**src/rtl/sorted_list_insert_remove_defines.svh**
```systemverilog
// assertion macros for the sorted list block
`ifndef SORTED_LIST_INSERT_REMOVE_DEFINES_SVH
`define SORTED_LIST_INSERT_REMOVE_DEFINES_SVH

// same-cycle implication, sampled on clk, quiet during reset
`define SLI_ASSERT_IMP(lbl, ante, cons, msg) \
	lbl: assert property (@(posedge clk) disable iff (!arst_n) (ante) |-> (cons)) \
		else $error(msg);

// next-cycle implication
`define SLI_ASSERT_NXT(lbl, ante, cons, msg) \
	lbl: assert property (@(posedge clk) disable iff (!arst_n) (ante) |=> (cons)) \
		else $error(msg);

`endif

```
**src/rtl/sli_pkg.sv**
```systemverilog
`timescale 1ns / 1ps
package sli_pkg;

	localparam int VALUE_W      = 32;
	localparam int INDEX_W      = 6;
	localparam int COUNT_OUT_W  = 7;
	localparam int STATUS_W     = 3;
	localparam int CAPACITY_DEF = 64;
	localparam int IDX_CMP_W    = 16;

	typedef enum logic [1:0] {
		REQ_INSERT = 2'd0,
		REQ_REMOVE = 2'd1,
		REQ_READ   = 2'd2,
		REQ_NOP    = 2'd3
	} req_type_t;

	typedef enum logic [STATUS_W-1:0] {
		ST_OK        = 3'd0,
		ST_FULL      = 3'd1,
		ST_EMPTY     = 3'd2,
		ST_NOT_FOUND = 3'd3,
		ST_RANGE     = 3'd4
	} status_t;

	typedef struct packed {
		req_type_t                   req_type;
		logic signed [VALUE_W-1:0]   value;
		logic        [INDEX_W-1:0]   index;
	} sli_req_t;

	typedef struct packed {
		status_t                      status;
		logic        [COUNT_OUT_W-1:0] entry_count;
		logic        [INDEX_W-1:0]   position;
		logic signed [VALUE_W-1:0]   read_value;
	} sli_rsp_t;

	// per-beat command broadcast to every cell
	typedef struct packed {
		logic               ins;
		logic               rem;
		logic               rd;
		logic [INDEX_W-1:0] idx;
	} cell_ctl_t;

	// compare flags seen by the right-hand neighbor and by the top
	typedef struct packed {
		logic valid;
		logic gt;
		logic eq;
	} cell_flags_t;

	// per-cell hit flags collected by the top
	typedef struct packed {
		logic pos;
		logic rd;
	} cell_hit_t;

endpackage

```
**src/rtl/sli_cell.sv**
```systemverilog
`timescale 1ns / 1ps
module sli_cell import sli_pkg::*; #(
	parameter int IDX = 0,
	parameter int CW  = 7
) (
	input  logic                      clk,
	input  logic                      en,
	input  cell_ctl_t                 ctl,
	input  logic        [CW-1:0]      count,
	input  logic signed [VALUE_W-1:0] value,
	input  logic signed [VALUE_W-1:0] left_data,
	input  cell_flags_t               left_flags,
	input  logic signed [VALUE_W-1:0] right_data,
	output logic signed [VALUE_W-1:0] data,
	output cell_flags_t               flags,
	output cell_hit_t                 hit
);

	logic signed [VALUE_W-1:0] data_q;
	logic valid;
	logic lt;
	logic take_val;
	logic first;

	assign valid = CW'(IDX) < count;
	assign lt    = valid && (data_q < value);

	assign flags.valid = valid;
	assign flags.gt    = valid && (data_q > value);
	assign flags.eq    = valid && (data_q == value);

	// boundary cell: first one above the value or past the end
	assign take_val = (flags.gt || !valid) && left_flags.valid && !left_flags.gt;
	assign first    = flags.eq && !left_flags.eq;

	always_ff @(posedge clk) begin
		if (en && ctl.ins) begin
			if (left_flags.gt) begin
				data_q <= left_data;
			end else if (take_val) begin
				data_q <= value;
			end
		end else if (en && ctl.rem) begin
			if (valid && !lt) begin
				data_q <= right_data;
			end
		end
	end

	assign data    = data_q;
	assign hit.pos = (ctl.ins && take_val) || (ctl.rem && first);
	assign hit.rd  = ctl.rd && (IDX_CMP_W'(IDX) == IDX_CMP_W'(ctl.idx));

endmodule

```
**config.mk**
```make
export PLATFORM = sky130hd
export DESIGN_NAME = sli_cell
export DESIGN_NICKNAME = d
export VERILOG_FILES = /design/src/rtl/sorted_list_insert_remove_defines.svh /design/src/rtl/sli_pkg.sv /design/src/rtl/sli_cell.sv
export SDC_FILE = /design/constraint.sdc
export NUM_CORES = 1
export LEC_CHECK = 0
export BUFFER_PORTS_ARGS = -buffer_cell sky130_fd_sc_hd__buf_4
export CAP_MARGIN = 20
export CORE_MARGIN = 2
export CORE_UTILIZATION = 45
export CTS_CLUSTER_DIAMETER = 100
export DETAILED_ROUTE_END_ITERATION = 12
export PLACE_DENSITY = 0.9
export SYNTH_ARGS = -nofsm -noshare
export SYNTH_HDL_FRONTEND = slang
export SYNTH_SLANG_ARGS = --single-unit
```
**constraint.sdc**
```tcl
create_clock -name clk -period 4 [get_ports clk]
set_input_delay 0.2 -clock clk [delete_from_list [all_inputs] [get_ports clk]]
set_output_delay 0.2 -clock clk [all_outputs]
set_load 0.02 [all_outputs]
```
# Yosys cells after proc, flatten, opt, wreduce, memory -nomap -nowiden
# Index checks and enable logic that the tools add are counted.
[totals]
inputBits = 117
regBits = 32
elab_cells = 33
out_inout_bits = 37
[op_classes]
eq_ne = 2
mux = 5
n_lt_le_gt_ge = 3
n_reduce_logical = 22
[ops]
columns = ["cell", "n"]
rows = [
  ["$mux 32", 5],
  ["$eq 32x32->1", 1],
  ["$gt 32x32->1", 1],
  ["$lt 32x32->1", 1],
  ["$logic_and 1x1->1", 12],
  ["$lt 1x7->1 const A", 1],
  ["$logic_not 6->1", 1],
  ["$logic_not 1->1", 4],
  ["$reduce_bool 2->1", 2],
  ["$ne 3x3->1 const B", 1],
  ["$reduce_and 3->1", 1],
  ["$logic_or 1x1->1", 2],
]

# Depth between registers and ports, before layout
[depth]
depth_word = 8
ltp_mapped = 8
depth_no_buf = 8

# Worst setup path before layout
# Ideal clock, no wire load.
[synth_path]
path_type = "reg-to-reg"
startpoint = "register data_q[31], in the netlist data[31]"
endpoint = "register data_q[0], in the netlist data[0], enable pin"
setup_ps = 431
setup_slack_ps = 262
path_buffers = 0
period_less_slack_ps = 3738
t_required_ps = 3569
stages_incl_launch_ff = 8
arrival_ps = 3307
cell_sequence = "edfxtp_1 > ha_1 > nand4_2 > nor4_4 > a211oi_1 > a21boi_1 > nor3_1 > o211ai_1"
[synth_between]
elab_chain_cells = 7
word_cells_on_any_way = 12
cone_classes = "2 x order compare; 1 x eq/ne; 9 x reduce/logical"
[synth_rtl]
columns = ["element", "line", "source"]
rows = [
  ["from (decl)", "sli_cell.sv:19", "logic signed [VALUE_W-1:0] data_q;"],
  ["from (signal assigned)", "sli_cell.sv:39", "data_q <= left_data;"],
  ["from (signal assigned)", "sli_cell.sv:41", "data_q <= value;"],
  ["from (signal assigned)", "sli_cell.sv:45", "data_q <= right_data;"],
  ["$gt 32x32->1", "sli_cell.sv:29", "assign flags.gt = valid && (data_q > value);"],
  ["$logic_and 1x1->1", "sli_cell.sv:29", ""],
  ["$logic_or 1x1->1", "sli_cell.sv:33", "assign take_val = (flags.gt || !valid) && left_flags.valid && !left_flags.gt;"],
  ["$logic_and 1x1->1 (2 in series)", "sli_cell.sv:33", ""],
  ["$ne 3x3->1 (no line)", "--", ""],
  ["$reduce_and 3->1 (no line) *", "--", ""],
]
# Mark *: on every way between the ends. The rest lies on a longest branch, timed or not.
# A chain may end at the register's enable or synchronous reset.

==> report_table.html <==
<table>
<tr><th>Metric</th><th>Value</th></tr>
<tr><th colspan="2">Synthesis</th></tr>
<tr><td>Average footprint of a synthesized cell</td><td>9.27 µm²</td></tr>
<tr><td>Flops &amp; latches, synth</td><td>32</td></tr>
<tr><td>Proportion of synthesized flip-flops having asynchronous set or reset</td><td>0</td></tr>
<tr><td>YS warnings</td><td>0</td></tr>
<tr><td>Number of instances in the synthesized netlist</td><td>284</td></tr>
<tr><td>Synthesized net count</td><td>433</td></tr>
<tr><td>Number of flops mapped to enable cells by yosys</td><td>32</td></tr>
<tr><td>Fraction of the yosys area taken by sequential cells</td><td>0.365</td></tr>
<tr><td>Summed instance area of the synthesized netlist</td><td>0.00263 mm²</td></tr>
<tr><td>Count of unique library cells instantiated by Yosys</td><td>40</td></tr>
<tr><td>Most used flip-flop cell after synthesis</td><td>edfxtp_1</td></tr>
<tr><th colspan="2">Placed design</th></tr>
<tr><td>Worst setup slack before clock tree synthesis</td><td>1360 ps</td></tr>
<tr><td>GPL Wtd Cong</td><td>0.810</td></tr>
<tr><td>Placed wire-length estimate</td><td>6440 µm</td></tr>
<tr><td>Count of input and output buffers</td><td>153</td></tr>
<tr><td>Area of placed instances</td><td>0.00384 mm²</td></tr>
<tr><th colspan="2">Critical path</th></tr>
<tr><td>Data arrival at the endpoint of the critical path</td><td>2740 ps</td></tr>
<tr><td>Critical setup path kind</td><td>reg -&gt; out</td></tr>
<tr><td>Slowest cell on crit path</td><td>o41ai_1</td></tr>
<tr><td>Peak fanout along the critical path</td><td>6</td></tr>
<tr><td>Critical path buffer and inverter count</td><td>1</td></tr>
<tr><td>Cell chain of the critical path</td><td>ha_1, nand4_2, nor4_4, a41o_1, a311oi_1, o41ai_1, o41ai_1, buf_4</td></tr>
<tr><td>End point of the critical path</td><td>hit[1]</td></tr>
<tr><td>Cell occurring most often along the worst timing path</td><td>o41ai_1</td></tr>
<tr><td>Reg2reg end</td><td>data[12]$_DFFE_PP_</td></tr>
<tr><td>Worst path required time</td><td>3800 ps</td></tr>
<tr><td>Cell family with most CP delay</td><td>compound AO/OA/AOI/OAI gates</td></tr>
<tr><td>RR Startpoint</td><td>data[14]$_DFFE_PP_</td></tr>
<tr><td>Type of origin of the critical path</td><td>flip-flop</td></tr>
<tr><td>Stages on worst setup path</td><td>8</td></tr>
<tr><td>Setup slack on the worst flop-to-flop path</td><td>around 1300 ps</td></tr>
<tr><td>Number of cells on the worst reg-to-reg path</td><td>8</td></tr>
<tr><td>Critical path capture point type</td><td>output port</td></tr>
<tr><td>Startpoint of the worst setup timing path</td><td>data[31]$_DFFE_PP_</td></tr>
<tr><td>Worst path max stage delay</td><td>510 ps</td></tr>
<tr><th colspan="2">STA</th></tr>
<tr><td>Share of the cycle needed by the critical path after routing</td><td>0.736</td></tr>
<tr><td>Number of max-slew violations in the final report</td><td>0</td></tr>
<tr><td>Highest attainable clock frequency</td><td>~340 MHz</td></tr>
<tr><td>Period minus WS final</td><td>around 2900 ps</td></tr>
<tr><td>Total negative setup slack</td><td>0 ps</td></tr>
<tr><td>Setup repair after global routing missed its margin</td><td>false</td></tr>
<tr><td>Minimum setup slack in the final design</td><td>1060 ps</td></tr>
<tr><td>Post-Route Skew</td><td>6.29 ps</td></tr>
<tr><td>Number of failing setup endpoints in the final timing report</td><td>0</td></tr>
<tr><td>Hold Violations, Final</td><td>0</td></tr>
<tr><td>Worst-margin pin slew</td><td>between 500 and 600 ps</td></tr>
<tr><td>Max-Slew Margin vs Limit</td><td>0.614</td></tr>
<tr><th colspan="2">Layout</th></tr>
<tr><td>Area taken by multi-input logic gates</td><td>0.00149 mm²</td></tr>
<tr><td>Post-Route Utilization</td><td>0.704</td></tr>
<tr><td>Layout cells sized above 1</td><td>0.388</td></tr>
<tr><td>Final standard cell area without fillers</td><td>0.00393 mm²</td></tr>
<tr><td>Number of nets at the end of the flow</td><td>between 500 and 600</td></tr>
<tr><td>FF/Latch Area</td><td>961 µm²</td></tr>
<tr><td>Layout-stage area growth over the synthesis result</td><td>49.1%</td></tr>
<tr><td>Fill count</td><td>437</td></tr>
<tr><td>Flip-flop count of the largest register after layout</td><td>32</td></tr>
<tr><td>Final antenna diode count</td><td>0</td></tr>
<tr><th colspan="2">GRT</th></tr>
<tr><td>Initial antenna violation count</td><td>0</td></tr>
<tr><td>Overflow after GRT</td><td>0</td></tr>
<tr><td>Via count of the first global-routing pass</td><td>about 2800</td></tr>
<tr><td>GR Util All Layers</td><td>0.242</td></tr>
<tr><td>Maximum number of pins on one net before global-route repair</td><td>43</td></tr>
<tr><td>Global-route wire length before repair</td><td>12300 µm</td></tr>
<tr><th colspan="2">Clocking</th></tr>
<tr><td>Num Clock Sinks</td><td>32</td></tr>
<tr><td>Clock latency at the later pin of the worst-skew pair</td><td>290 ps</td></tr>
<tr><td>Clk root buf</td><td>clkbuf_8</td></tr>
<tr><td>Clock transition at the registers of the reported paths</td><td>70 ps</td></tr>
<tr><td>Number of buffers inserted by post-CTS setup repair</td><td>0</td></tr>
<tr><td>Post-CTS sizing</td><td>0</td></tr>
<tr><td>Maximum buffer depth of the clock tree</td><td>2</td></tr>
<tr><td>Hold buffer count at cts</td><td>0</td></tr>
<tr><td>Cts bufs inserted</td><td>5</td></tr>
<tr><td>CTS tree</td><td>yes</td></tr>
<tr><td>Maximum level of the CTS H-tree</td><td>2</td></tr>
<tr><th colspan="2">Run status</th></tr>
<tr><td>Outcome</td><td>completed</td></tr>
<tr><th colspan="2">Die</th></tr>
<tr><td>Die area</td><td>0.00648 mm²</td></tr>
<tr><td>I/O pin total</td><td>154</td></tr>
<tr><td>Starting density of the core</td><td>0.472</td></tr>
<tr><td>Number of placement rows</td><td>27</td></tr>
<tr><td>Die boundary width</td><td>about 80 µm</td></tr>
<tr><td>Placeable core area</td><td>0.00557 mm²</td></tr>
<tr><td>Die height</td><td>80.5 µm</td></tr>
<tr><th colspan="2">Drt</th></tr>
<tr><td>Vias per Instance</td><td>~5.3</td></tr>
<tr><td>Iteration-0 DRC count of the detailed router</td><td>110</td></tr>
<tr><td>Overall routed net length</td><td>a little under 8000 µm</td></tr>
<tr><td>Detailed-route DRC error count</td><td>0</td></tr>
<tr><td>Detailed-routing iteration count for the pre-antenna-repair pass</td><td>4</td></tr>
<tr><td>Drt wl/cell</td><td>15.6 µm</td></tr>
<tr><td>Count of antenna-violating nets left after detailed routing</td><td>0</td></tr>
<tr><td>Via count</td><td>2703</td></tr>
<tr><th colspan="2">Pwr</th></tr>
<tr><td>Largest voltage drop on the vdd net</td><td>~0.21 mV</td></tr>
<tr><td>Leakage power summed over all cells</td><td>1.99 nW</td></tr>
<tr><td>Areal power density over the cells</td><td>around 260 mW/mm²</td></tr>
<tr><th colspan="2">Flow run</th></tr>
<tr><td>Number of max-cap violations</td><td>0</td></tr>
<tr><th colspan="2">Worst hold path</th></tr>
<tr><td>Hold Path Depth</td><td>3</td></tr>
<tr><td>HP Class</td><td>in -&gt; reg</td></tr>
</table>
==> worst min-delay path by stage <==
stage	startpoint	slack (ps)	to
5_1_grt	right_data[22]	250	data[22]$_DFFE_PP_
4_1_cts	right_data[27]	230	data[27]$_DFFE_PP_
6_report	right_data[4]	230	data[4]$_DFFE_PP_
3_5_place_dp	right_data[14]	530	data[14]$_DFFE_PP_
3_3_place_gp	right_data[4]	520	data[4]$_DFFE_PP_
2_1_floorplan	right_data[0]	430	data[0]$_DFFE_PP_
==> final cells by class <==
cell class | count | area share
flip-flops and latches | 32 | 0.245
well taps | 72 | 0.0230
clock inverters | 3 | 0.00351
multi-input cells | 205 | 0.379
clock buffers | 5 | 0.0175
repair buffers | 156 | 0.298
inverters | 35 | 0.0335
==> metal layers <==
layer  vias to the layer above  routed length [µm]  global-route usage
li1                       1329                   -                   -
met5                         -                   0                   0
met3                        22                 601              0.0404
met1                      1236                3040               0.280
met2                       116                4110               0.446
met4                         0                 184              0.0881
==> cell usage after synthesis (3+ instances only) <==
library cell	instances	area, µm²
clkbuf_1	7	26.3
nor3_1	4	20.0
nand4_1	5	31.3
a21oi_1	46	230
o21ai_0	4	20.0
edfxtp_1	32	961
nor2_1	38	143
buf_2	3	15.0
nand2_1	11	41.3
ha_1	32	400
inv_1	35	131
mux2i_1	32	320
o41ai_1	3	26.3
==> cell usage in the layout (no fill, tap or decap), types with 2 or more instances in the layout <==
master,netlist,routed
edfxtp_1,32,32
nor2_1,38,38
inv_1,35,35
ha_1,32,32
nor2b_1,2,2
nor4_1,2,2
nand3_1,2,2
nand4_1,5,5
a21boi_1,2,2
o21ai_0,4,4
buf_4,1,156
o41ai_1,3,3
nand2_1,11,11
a21oi_1,46,46
clkinv_2,0,2
nor3_1,4,4
clkbuf_8,0,5
mux2i_1,32,32
==> worst register-to-register path, delay by kind of cell (launching register included) <==
family	cells	cell delay, ps
buffers and inverters	1	330
adders and majority gates	1	340
AOI/OAI and AO/OA	4	830
and+or+nand+nor	2	500
DFF	1	400
==> report_power, final <==
group	leakage (nW)	internal, mW	switching, mW
sequential	0.297	0.406	0.0143
combinational	1.65	0.181	0.185
clock	0.0453	0.118	0.126
total	1.99	0.705	0.326
==> cells by family after synthesis <==
family,synth area share
AO/OA/AOI/OAI,0.155
adder cells (fa/ha/maj),0.152
buffers and inverters,0.0699
flip-flops,0.365
multiplexers,0.122
AND/OR/NAND/NOR,0.136
==> stage by stage <==
step | hold slack (ps) | power [mW] | instances
detailed placement | 527 | 0.791 | 500
CTS | 231 | 1.03 | 508
global placement | 520 | 0.776 | 500
global route | 253 | 1.08 | 508
floorplan | 430 | 0.614 | 284
finish | 234 | 1.03 | 508
Note: power is estimated with default switching activity, not from simulation.
